File: src/design/kfat_pkg.sv
`timescale 1ns / 1ps
// ----------------------------------------------------------------------------
// kfat_pkg
// Shared constants and types for the keyed FNV-1a tag block.
// ----------------------------------------------------------------------------
package kfat_pkg;

   // FNV-1a 32-bit constants.
   localparam logic [31:0] FNV_BASIS = 32'd2166136261;
   localparam logic [31:0] FNV_PRIME = 32'd16777619;

   // Number of key bytes absorbed before and after the message (1 to 16).
   localparam int KEY_BYTES = 16;
   localparam int CNT_W     = (KEY_BYTES > 1) ? $clog2(KEY_BYTES) : 1;

   // Key storage: 16 bytes held in two 64-bit registers.
   localparam int KEY_W     = 128;
   localparam int KIDX_W    = 4;

   // Configuration port.
   localparam int CSR_ADDR_W = 4;
   localparam int CSR_DATA_W = 64;

   // Register index codes (address bit 3).
   localparam logic REG_KEY_LOW  = 1'b0;
   localparam logic REG_KEY_HIGH = 1'b1;

   localparam logic [63:0] KEY_LOW_RESET  = 64'h4C2D524144524553;
   localparam logic [63:0] KEY_HIGH_RESET = 64'h314B53502D41524F;

   // Control from the sequencer to the shared FNV step unit.
   typedef struct packed {
      logic       load_basis;
      logic       step;
      logic [7:0] data;
   } absorb_ctrl_type;

endpackage

File: src/design/kfat_csr.sv
`timescale 1ns / 1ps
// ----------------------------------------------------------------------------
// kfat_csr
// Register file holding the 128-bit key, written and read over the APB port.
// ----------------------------------------------------------------------------
module kfat_csr
   import kfat_pkg::*;
(
   input  logic                  clock,
   input  logic                  reset,
   input  logic                  csr_psel,
   input  logic                  csr_penable,
   input  logic                  csr_pwrite,
   input  logic [CSR_ADDR_W-1:0] csr_paddr,
   input  logic [CSR_DATA_W-1:0] csr_pwdata,
   output logic [CSR_DATA_W-1:0] csr_prdata,
   output logic                  csr_pready,
   output logic [KEY_W-1:0]      key
);

   logic [63:0] key_low_ff;
   logic [63:0] key_high_ff;
   logic        reg_sel;
   logic        wr_en;

   assign csr_pready = 1'b1;
   assign reg_sel    = csr_paddr[3];
   assign wr_en      = csr_psel & csr_penable & csr_pwrite & csr_pready;

   // Key registers.
   always_ff @(posedge clock) begin
      if (reset) begin
         key_low_ff  <= KEY_LOW_RESET;
         key_high_ff <= KEY_HIGH_RESET;
      end else if (wr_en) begin
         if (reg_sel == REG_KEY_LOW) begin
            key_low_ff <= csr_pwdata;
         end else begin
            key_high_ff <= csr_pwdata;
         end
      end
   end

   // Read data.
   always_comb begin
      case (reg_sel)
         REG_KEY_LOW:  csr_prdata = key_low_ff;
         REG_KEY_HIGH: csr_prdata = key_high_ff;
         default:      csr_prdata = key_low_ff;
      endcase
   end

   assign key = {key_high_ff, key_low_ff};

endmodule

File: src/design/kfat_absorb.sv
`timescale 1ns / 1ps
// ----------------------------------------------------------------------------
// kfat_absorb
// Shared FNV-1a step unit: holds the running hash and applies one
// xor-and-multiply step per cycle while step is set; load_basis takes priority.
// ----------------------------------------------------------------------------
module kfat_absorb
   import kfat_pkg::*;
(
   input  logic            clock,
   input  logic            reset,
   input  absorb_ctrl_type ctrl,
   output logic [31:0]     hash
);

   logic [31:0] hash_ff;
   logic [31:0] hash_in;
   logic [31:0] mixed;
   logic [31:0] product;

   // One FNV-1a step; the product keeps the low 32 bits.
   assign mixed   = hash_ff ^ {24'd0, ctrl.data};
   assign product = mixed * FNV_PRIME;

   always_comb begin
      hash_in = hash_ff;
      if (ctrl.load_basis) begin
         hash_in = FNV_BASIS;
      end else if (ctrl.step) begin
         hash_in = product;
      end
   end

   always_ff @(posedge clock) begin
      if (reset) begin
         hash_ff <= 32'd0;
      end else begin
         hash_ff <= hash_in;
      end
   end

   assign hash = hash_ff;

endmodule

File: src/design/keyed_fnv1a_auth_tag.sv
`timescale 1ns / 1ps
// ----------------------------------------------------------------------------
// keyed_fnv1a_auth_tag
// Keyed FNV-1a 32-bit authentication tag over a byte stream.
//
//   Channel  Direction  Contents
//   req_     in         tdata[7:0] data_byte, tuser[0] has_byte, tlast last
//   rsp_     out        tdata[31:0] tag, one item per message
//   csr_     in/out     APB, key_low at 0x0, key_high at 0x8
//
// An item that opens a message loads the basis and absorbs the key prefix one
// byte per cycle in the single multiply step unit, then its own byte; other
// items absorb only their byte. The last item adds a KEY_BYTES-byte suffix
// derived from the key and then loads the tag register, which waits while an earlier tag is not yet taken.
// Reset is synchronous; there is no clearing pass.
// ----------------------------------------------------------------------------
module keyed_fnv1a_auth_tag
   import kfat_pkg::*;
(
   input  logic                  clock,
   input  logic                  reset,
   // Request stream
   input  logic                  req_tvalid,
   output logic                  req_tready,
   input  logic [7:0]            req_tdata,   // [7:0] data_byte
   input  logic                  req_tuser,   // [0] has_byte
   input  logic                  req_tlast,
   // Response stream
   output logic                  rsp_tvalid,
   input  logic                  rsp_tready,
   output logic [31:0]           rsp_tdata,   // [31:0] tag
   // Configuration
   input  logic                  csr_psel,
   input  logic                  csr_penable,
   input  logic                  csr_pwrite,
   input  logic [CSR_ADDR_W-1:0] csr_paddr,
   input  logic [CSR_DATA_W-1:0] csr_pwdata,
   output logic [CSR_DATA_W-1:0] csr_prdata,
   output logic                  csr_pready
);

   typedef enum logic [2:0] {
      ST_IDLE,
      ST_PREFIX,
      ST_BODY,
      ST_SUFFIX,
      ST_STORE
   } state_type;

   state_type       state_ff,  state_in;
   logic [CNT_W-1:0] cnt_ff,   cnt_in;
   logic            in_msg_ff, in_msg_in;
   logic [7:0]      byte_ff,   byte_in;
   logic            has_ff,    has_in;
   logic            last_ff,   last_in;
   logic            rsp_valid_ff, rsp_valid_in;
   logic [31:0]     rsp_data_ff,  rsp_data_in;

   logic [KEY_W-1:0]  key;
   logic [31:0]       hash;
   logic [KIDX_W-1:0] kidx;
   logic [7:0]        key_byte;
   logic              cnt_last;
   logic              accept;
   logic              out_free;
   absorb_ctrl_type   ctrl;

   kfat_csr u_csr (
      .clock       (clock),
      .reset       (reset),
      .csr_psel    (csr_psel),
      .csr_penable (csr_penable),
      .csr_pwrite  (csr_pwrite),
      .csr_paddr   (csr_paddr),
      .csr_pwdata  (csr_pwdata),
      .csr_prdata  (csr_prdata),
      .csr_pready  (csr_pready),
      .key         (key)
   );

   kfat_absorb u_absorb (
      .clock (clock),
      .reset (reset),
      .ctrl  (ctrl),
      .hash  (hash)
   );

   // Key byte selected by the phase counter.
   assign kidx     = KIDX_W'(cnt_ff);
   assign key_byte = key[{kidx, 3'b000} +: 8];
   assign cnt_last = (cnt_ff == CNT_W'(KEY_BYTES - 1));

   assign req_tready = (state_ff == ST_IDLE);
   assign accept     = req_tvalid & req_tready;
   assign out_free   = ~rsp_valid_ff | rsp_tready;

   // Sequencer: next state and step control.
   always_comb begin
      state_in     = state_ff;
      cnt_in       = cnt_ff;
      in_msg_in    = in_msg_ff;
      byte_in      = byte_ff;
      has_in       = has_ff;
      last_in      = last_ff;
      rsp_valid_in = rsp_valid_ff & ~rsp_tready;
      rsp_data_in  = rsp_data_ff;
      ctrl         = '{load_basis: 1'b0, step: 1'b0, data: 8'd0};

      case (state_ff)
         ST_IDLE: begin
            if (accept) begin
               byte_in = req_tdata;
               has_in  = req_tuser;
               last_in = req_tlast;
               cnt_in  = '0;
               if (!in_msg_ff) begin
                  ctrl.load_basis = 1'b1;
                  in_msg_in       = 1'b1;
                  state_in        = ST_PREFIX;
               end else begin
                  state_in = ST_BODY;
               end
            end
         end
         ST_PREFIX: begin
            ctrl.step = 1'b1;
            ctrl.data = key_byte;
            cnt_in    = cnt_ff + 1'b1;
            if (cnt_last) begin
               state_in = ST_BODY;
            end
         end
         ST_BODY: begin
            ctrl.step = has_ff;
            ctrl.data = byte_ff;
            cnt_in    = '0;
            state_in  = last_ff ? ST_SUFFIX : ST_IDLE;
         end
         ST_SUFFIX: begin
            ctrl.step = 1'b1;
            ctrl.data = key_byte + 8'(cnt_ff);
            cnt_in    = cnt_ff + 1'b1;
            if (cnt_last) begin
               state_in = ST_STORE;
            end
         end
         ST_STORE: begin
            // Load the tag once the output register is free.
            if (out_free) begin
               rsp_valid_in = 1'b1;
               rsp_data_in  = hash;
               in_msg_in    = 1'b0;
               state_in     = ST_IDLE;
            end
         end
         default: begin
            state_in = ST_IDLE;
         end
      endcase
   end

   // State and registered outputs.
   always_ff @(posedge clock) begin
      if (reset) begin
         state_ff     <= ST_IDLE;
         cnt_ff       <= '0;
         in_msg_ff    <= 1'b0;
         rsp_valid_ff <= 1'b0;
      end else begin
         state_ff     <= state_in;
         cnt_ff       <= cnt_in;
         in_msg_ff    <= in_msg_in;
         rsp_valid_ff <= rsp_valid_in;
      end
      byte_ff     <= byte_in;
      has_ff      <= has_in;
      last_ff     <= last_in;
      rsp_data_ff <= rsp_data_in;
   end

   assign rsp_tvalid = rsp_valid_ff;
   assign rsp_tdata  = rsp_data_ff;

endmodule
File: config.mk
export PLATFORM = sky130hd
export DESIGN_NAME = keyed_fnv1a_auth_tag
export DESIGN_NICKNAME = d
export VERILOG_FILES = /design/src/design/kfat_pkg.sv /design/src/design/kfat_csr.sv /design/src/design/kfat_absorb.sv /design/src/design/keyed_fnv1a_auth_tag.sv
export SDC_FILE = /design/constraint.sdc
export NUM_CORES = 1
export LEC_CHECK = 0
export BUFFER_PORTS_ARGS = -buffer_cell sky130_fd_sc_hd__buf_4
export CORE_MARGIN = 1
export CORE_UTILIZATION = 64
export CTS_BUF_LIST = sky130_fd_sc_hd__clkbuf_16
export CTS_CLUSTER_SIZE = 12
export DETAILED_ROUTE_END_ITERATION = 10
export PLACE_DENSITY = 0.89
export SLEW_MARGIN = 20
export SYNTH_ARGS = -nofsm -noshare
export SYNTH_HDL_FRONTEND = slang
export SYNTH_SLANG_ARGS = --single-unit
File: constraint.sdc
create_clock -name clock -period 13.3 [get_ports clock]
set_input_delay 1.33 -clock clock [delete_from_list [all_inputs] [get_ports clock]]
set_output_delay 1.33 -clock clock [all_outputs]
set_load 0.01 [all_outputs]
==> run metrics <==
pin count of the biggest net entering global routing=68; critical path class=flip-flop to flip-flop; clk_lat worst skew=550 ps; root buffer cell=clkbuf_16; CTS resizes=0; Synth async-reset ratio=0; Startpoint Class=flip-flop; Worst Hold Class=flip-flop to flip-flop; RSZ-0062 raised after global routing=no; Syn Area/Cell=9.44 um^2; Period minus WS final=9770 ps; Crit path depth=30; Synth Register Bits=211; Residual DRC=0; dpl hpwl=29,200 um; Post-synth top cells=nand2_1, inv_1, ha_1; fin crit share=0.735; EDFF count, synth=42; via count=12,466; met1 WL=14,400 um; Max Slew Vio Count=0; Max H-tree Level=1; CTS max path bufs=3; Req. time, crit path=13,680 ps; Sink Count=211; Avg WL per Cell=20.1 um; Mapped Area=0.0150 mm^2; MaxCap Viol Count=0; Die W=155 um; Unique masters post-synth=69; most numerous cell in the Yosys netlist=nand2_1; CP bufs+invs=3; Worst path max stage delay=720 ps; Syn Nets=1,941; Vert. Die Dim=155 um; vias in the first global route=12,953; Clock Skew=24.1 ps; GRT Total Usage=0.351; Synth Warn #=0; delay-heaviest family, CP=adder cells; DR top layer=met5; Detailed Route WL=41,300 um; Worst Reg-to-Reg Cells=30; fmax=102 MHz; FILL cells=1,519; post-CTS setup buffers=0; Synth top area share=0.225; Routed Antenna Nets=0; Critical Path AT=10,160 ps; Starting Density=0.657; met3 WL=3760 um; die footprint=0.0241 mm^2; ys flop type=dfxtp_1; hold_buf cts=0; WL met2=20,600 um; final core occ=0.757; Seq/Total Area, Yosys=0.310; worst r2r src=cnt_ff[0]; CP Capture Point=u_absorb.hash[31]; final net count=2,080; Critical-path top delay cell=a2111oi_0; number of buffers created by CTS=24; Top cell by count, worst path=ha_1; ANT cells=0; placer congestion estimate=0.939; I/O pins=184; Tightest Pin Transition=1010 ps; Max transition margin=0.325; post-synthesis cell count=1,590; FP Rows=55; core box area=0.0228 mm^2; Worst-path clk slew=60 ps; CP endpoint kind=flip-flop; first drt pass iteration count=5; FF-to-FF End=u_absorb.hash[31]; CTS tree=built; first-pass GRT wire length=66,100 um; IO Port Bufs=179; cell accounting for the most synthesized area=dfxtp_1; outcome=finished clean; Final Hold Vio Count=0; DR iter-0 viols=1,059; CP max FO=33; setup_tns=0 ps; top post-synthesis cells by area=dfxtp_1, ha_1, fa_1; R2R Setup Slk=3530 ps; Vias/cell=6.06; Layout area overhead=15.3%; CP startpoint=cnt_ff[0]; layout cells sized above 1=0.196; Final setup viols=0; initial antenna violation count=1; GRT Residual Overflow=0
stage by stage:
stage	cells	worst slack (ps)	hold WS, ps	area (um^2)
final	2057	3530	471	17300
after global placement	2016	3990	452	16500
after detailed placement	2016	3720	460	16500
after CTS	2057	3630	468	17300
after floorplan	1590	4880	441	15000
after global routing	2057	3200	493	17300
flip-flops by register name (all words and copies together) (netlist names):
register / flops
byte_ff: 8
cnt_ff: 4
has_ff: 1
in_msg_ff: 1
last_ff: 1
rsp_tdata: 32
rsp_tvalid: 1
state_ff: 3
u_absorb.hash: 32
u_csr.key_high_ff: 64
u_csr.key_low_ff: 64
area by class of cell:
cell class                      instances  area, um^2  area share
Clock buffer                           24         601      0.0347
Clock inverter                         17         178      0.0103
Inverter                              201         754      0.0436
Multi-Input combinational cell       1100        9300       0.537
Sequential cell                       211        4650       0.269
Tap cell                              313         392      0.0226
Timing Repair Buffer                  191        1430      0.0829
how the worst min path moves through the flow:
| stage | from | endpoint | slack (ps) | cells after the start |
|---|---|---|---|---|
| after CTS | u_csr.key_low_ff[24] | u_csr.key_low_ff[24] | 470 | 2 |
| after global routing | u_csr.key_high_ff[11] | u_csr.key_high_ff[11] | 490 | 2 |
| after floorplan | u_csr.key_high_ff[13] | u_csr.key_high_ff[13] | 440 | 2 |
| final | u_csr.key_low_ff[24] | u_csr.key_low_ff[24] | 470 | 2 |
| after global placement | u_csr.key_low_ff[34] | u_csr.key_low_ff[34] | 450 | 2 |
| after detailed placement | u_csr.key_low_ff[24] | u_csr.key_low_ff[24] | 460 | 2 |
kinds of logic (layout without fill, tap and decap cells):
| kind of cell | Yosys count | count (layout) | share of synthesized area |
|---|---|---|---|
| muxes | 109 | 109 | 0.111 |
| buffers and inverters | 279 | 433 | 0.0726 |
| adders and majority gates | 266 | 266 | 0.259 |
| AOI/OAI and AO/OA | 220 | 220 | 0.0902 |
| and+or+nand+nor | 454 | 454 | 0.127 |
| xor gates and xnor gates | 50 | 50 | 0.0301 |
| other | 1 | 1 | 0.000250 |
| DFF | 211 | 211 | 0.310 |
metal layers:
layer | up-vias | track usage
li1 | 5636 | -
met1 | 5991 | 0.398
met4 | 2 | 0.198
met2 | 651 | 0.612
met3 | 186 | 0.0788
met5 | - | 0
cells in the final DEF, fill, tap and decap left out, types with 9 or more instances in the layout:
cell,instances
xor2_1,18
dfxtp_1,168
fa_1,75
nand3_1,67
ha_1,191
a21o_1,11
o21ai_1,11
edfxtp_1,42
xnor2_1,31
nand2_1,301
mux4_2,30
nor2_1,41
buf_4,191
a22oi_1,14
a211oi_1,13
o21ai_0,9
a21oi_1,124
inv_1,202
clkbuf_16,24
mux2_2,68
worst min-delay path, delay by kind of cell (launching register included):
family | cells | cell delay (ps)
AND/OR/NAND/NOR | 1 | 50
flip-flops | 1 | 320
AO/OA/AOI/OAI | 1 | 50
Power is left out: the tool's default activity adds up to more than one toggle a clock period on the data nets, which glitch-free logic cannot reach.
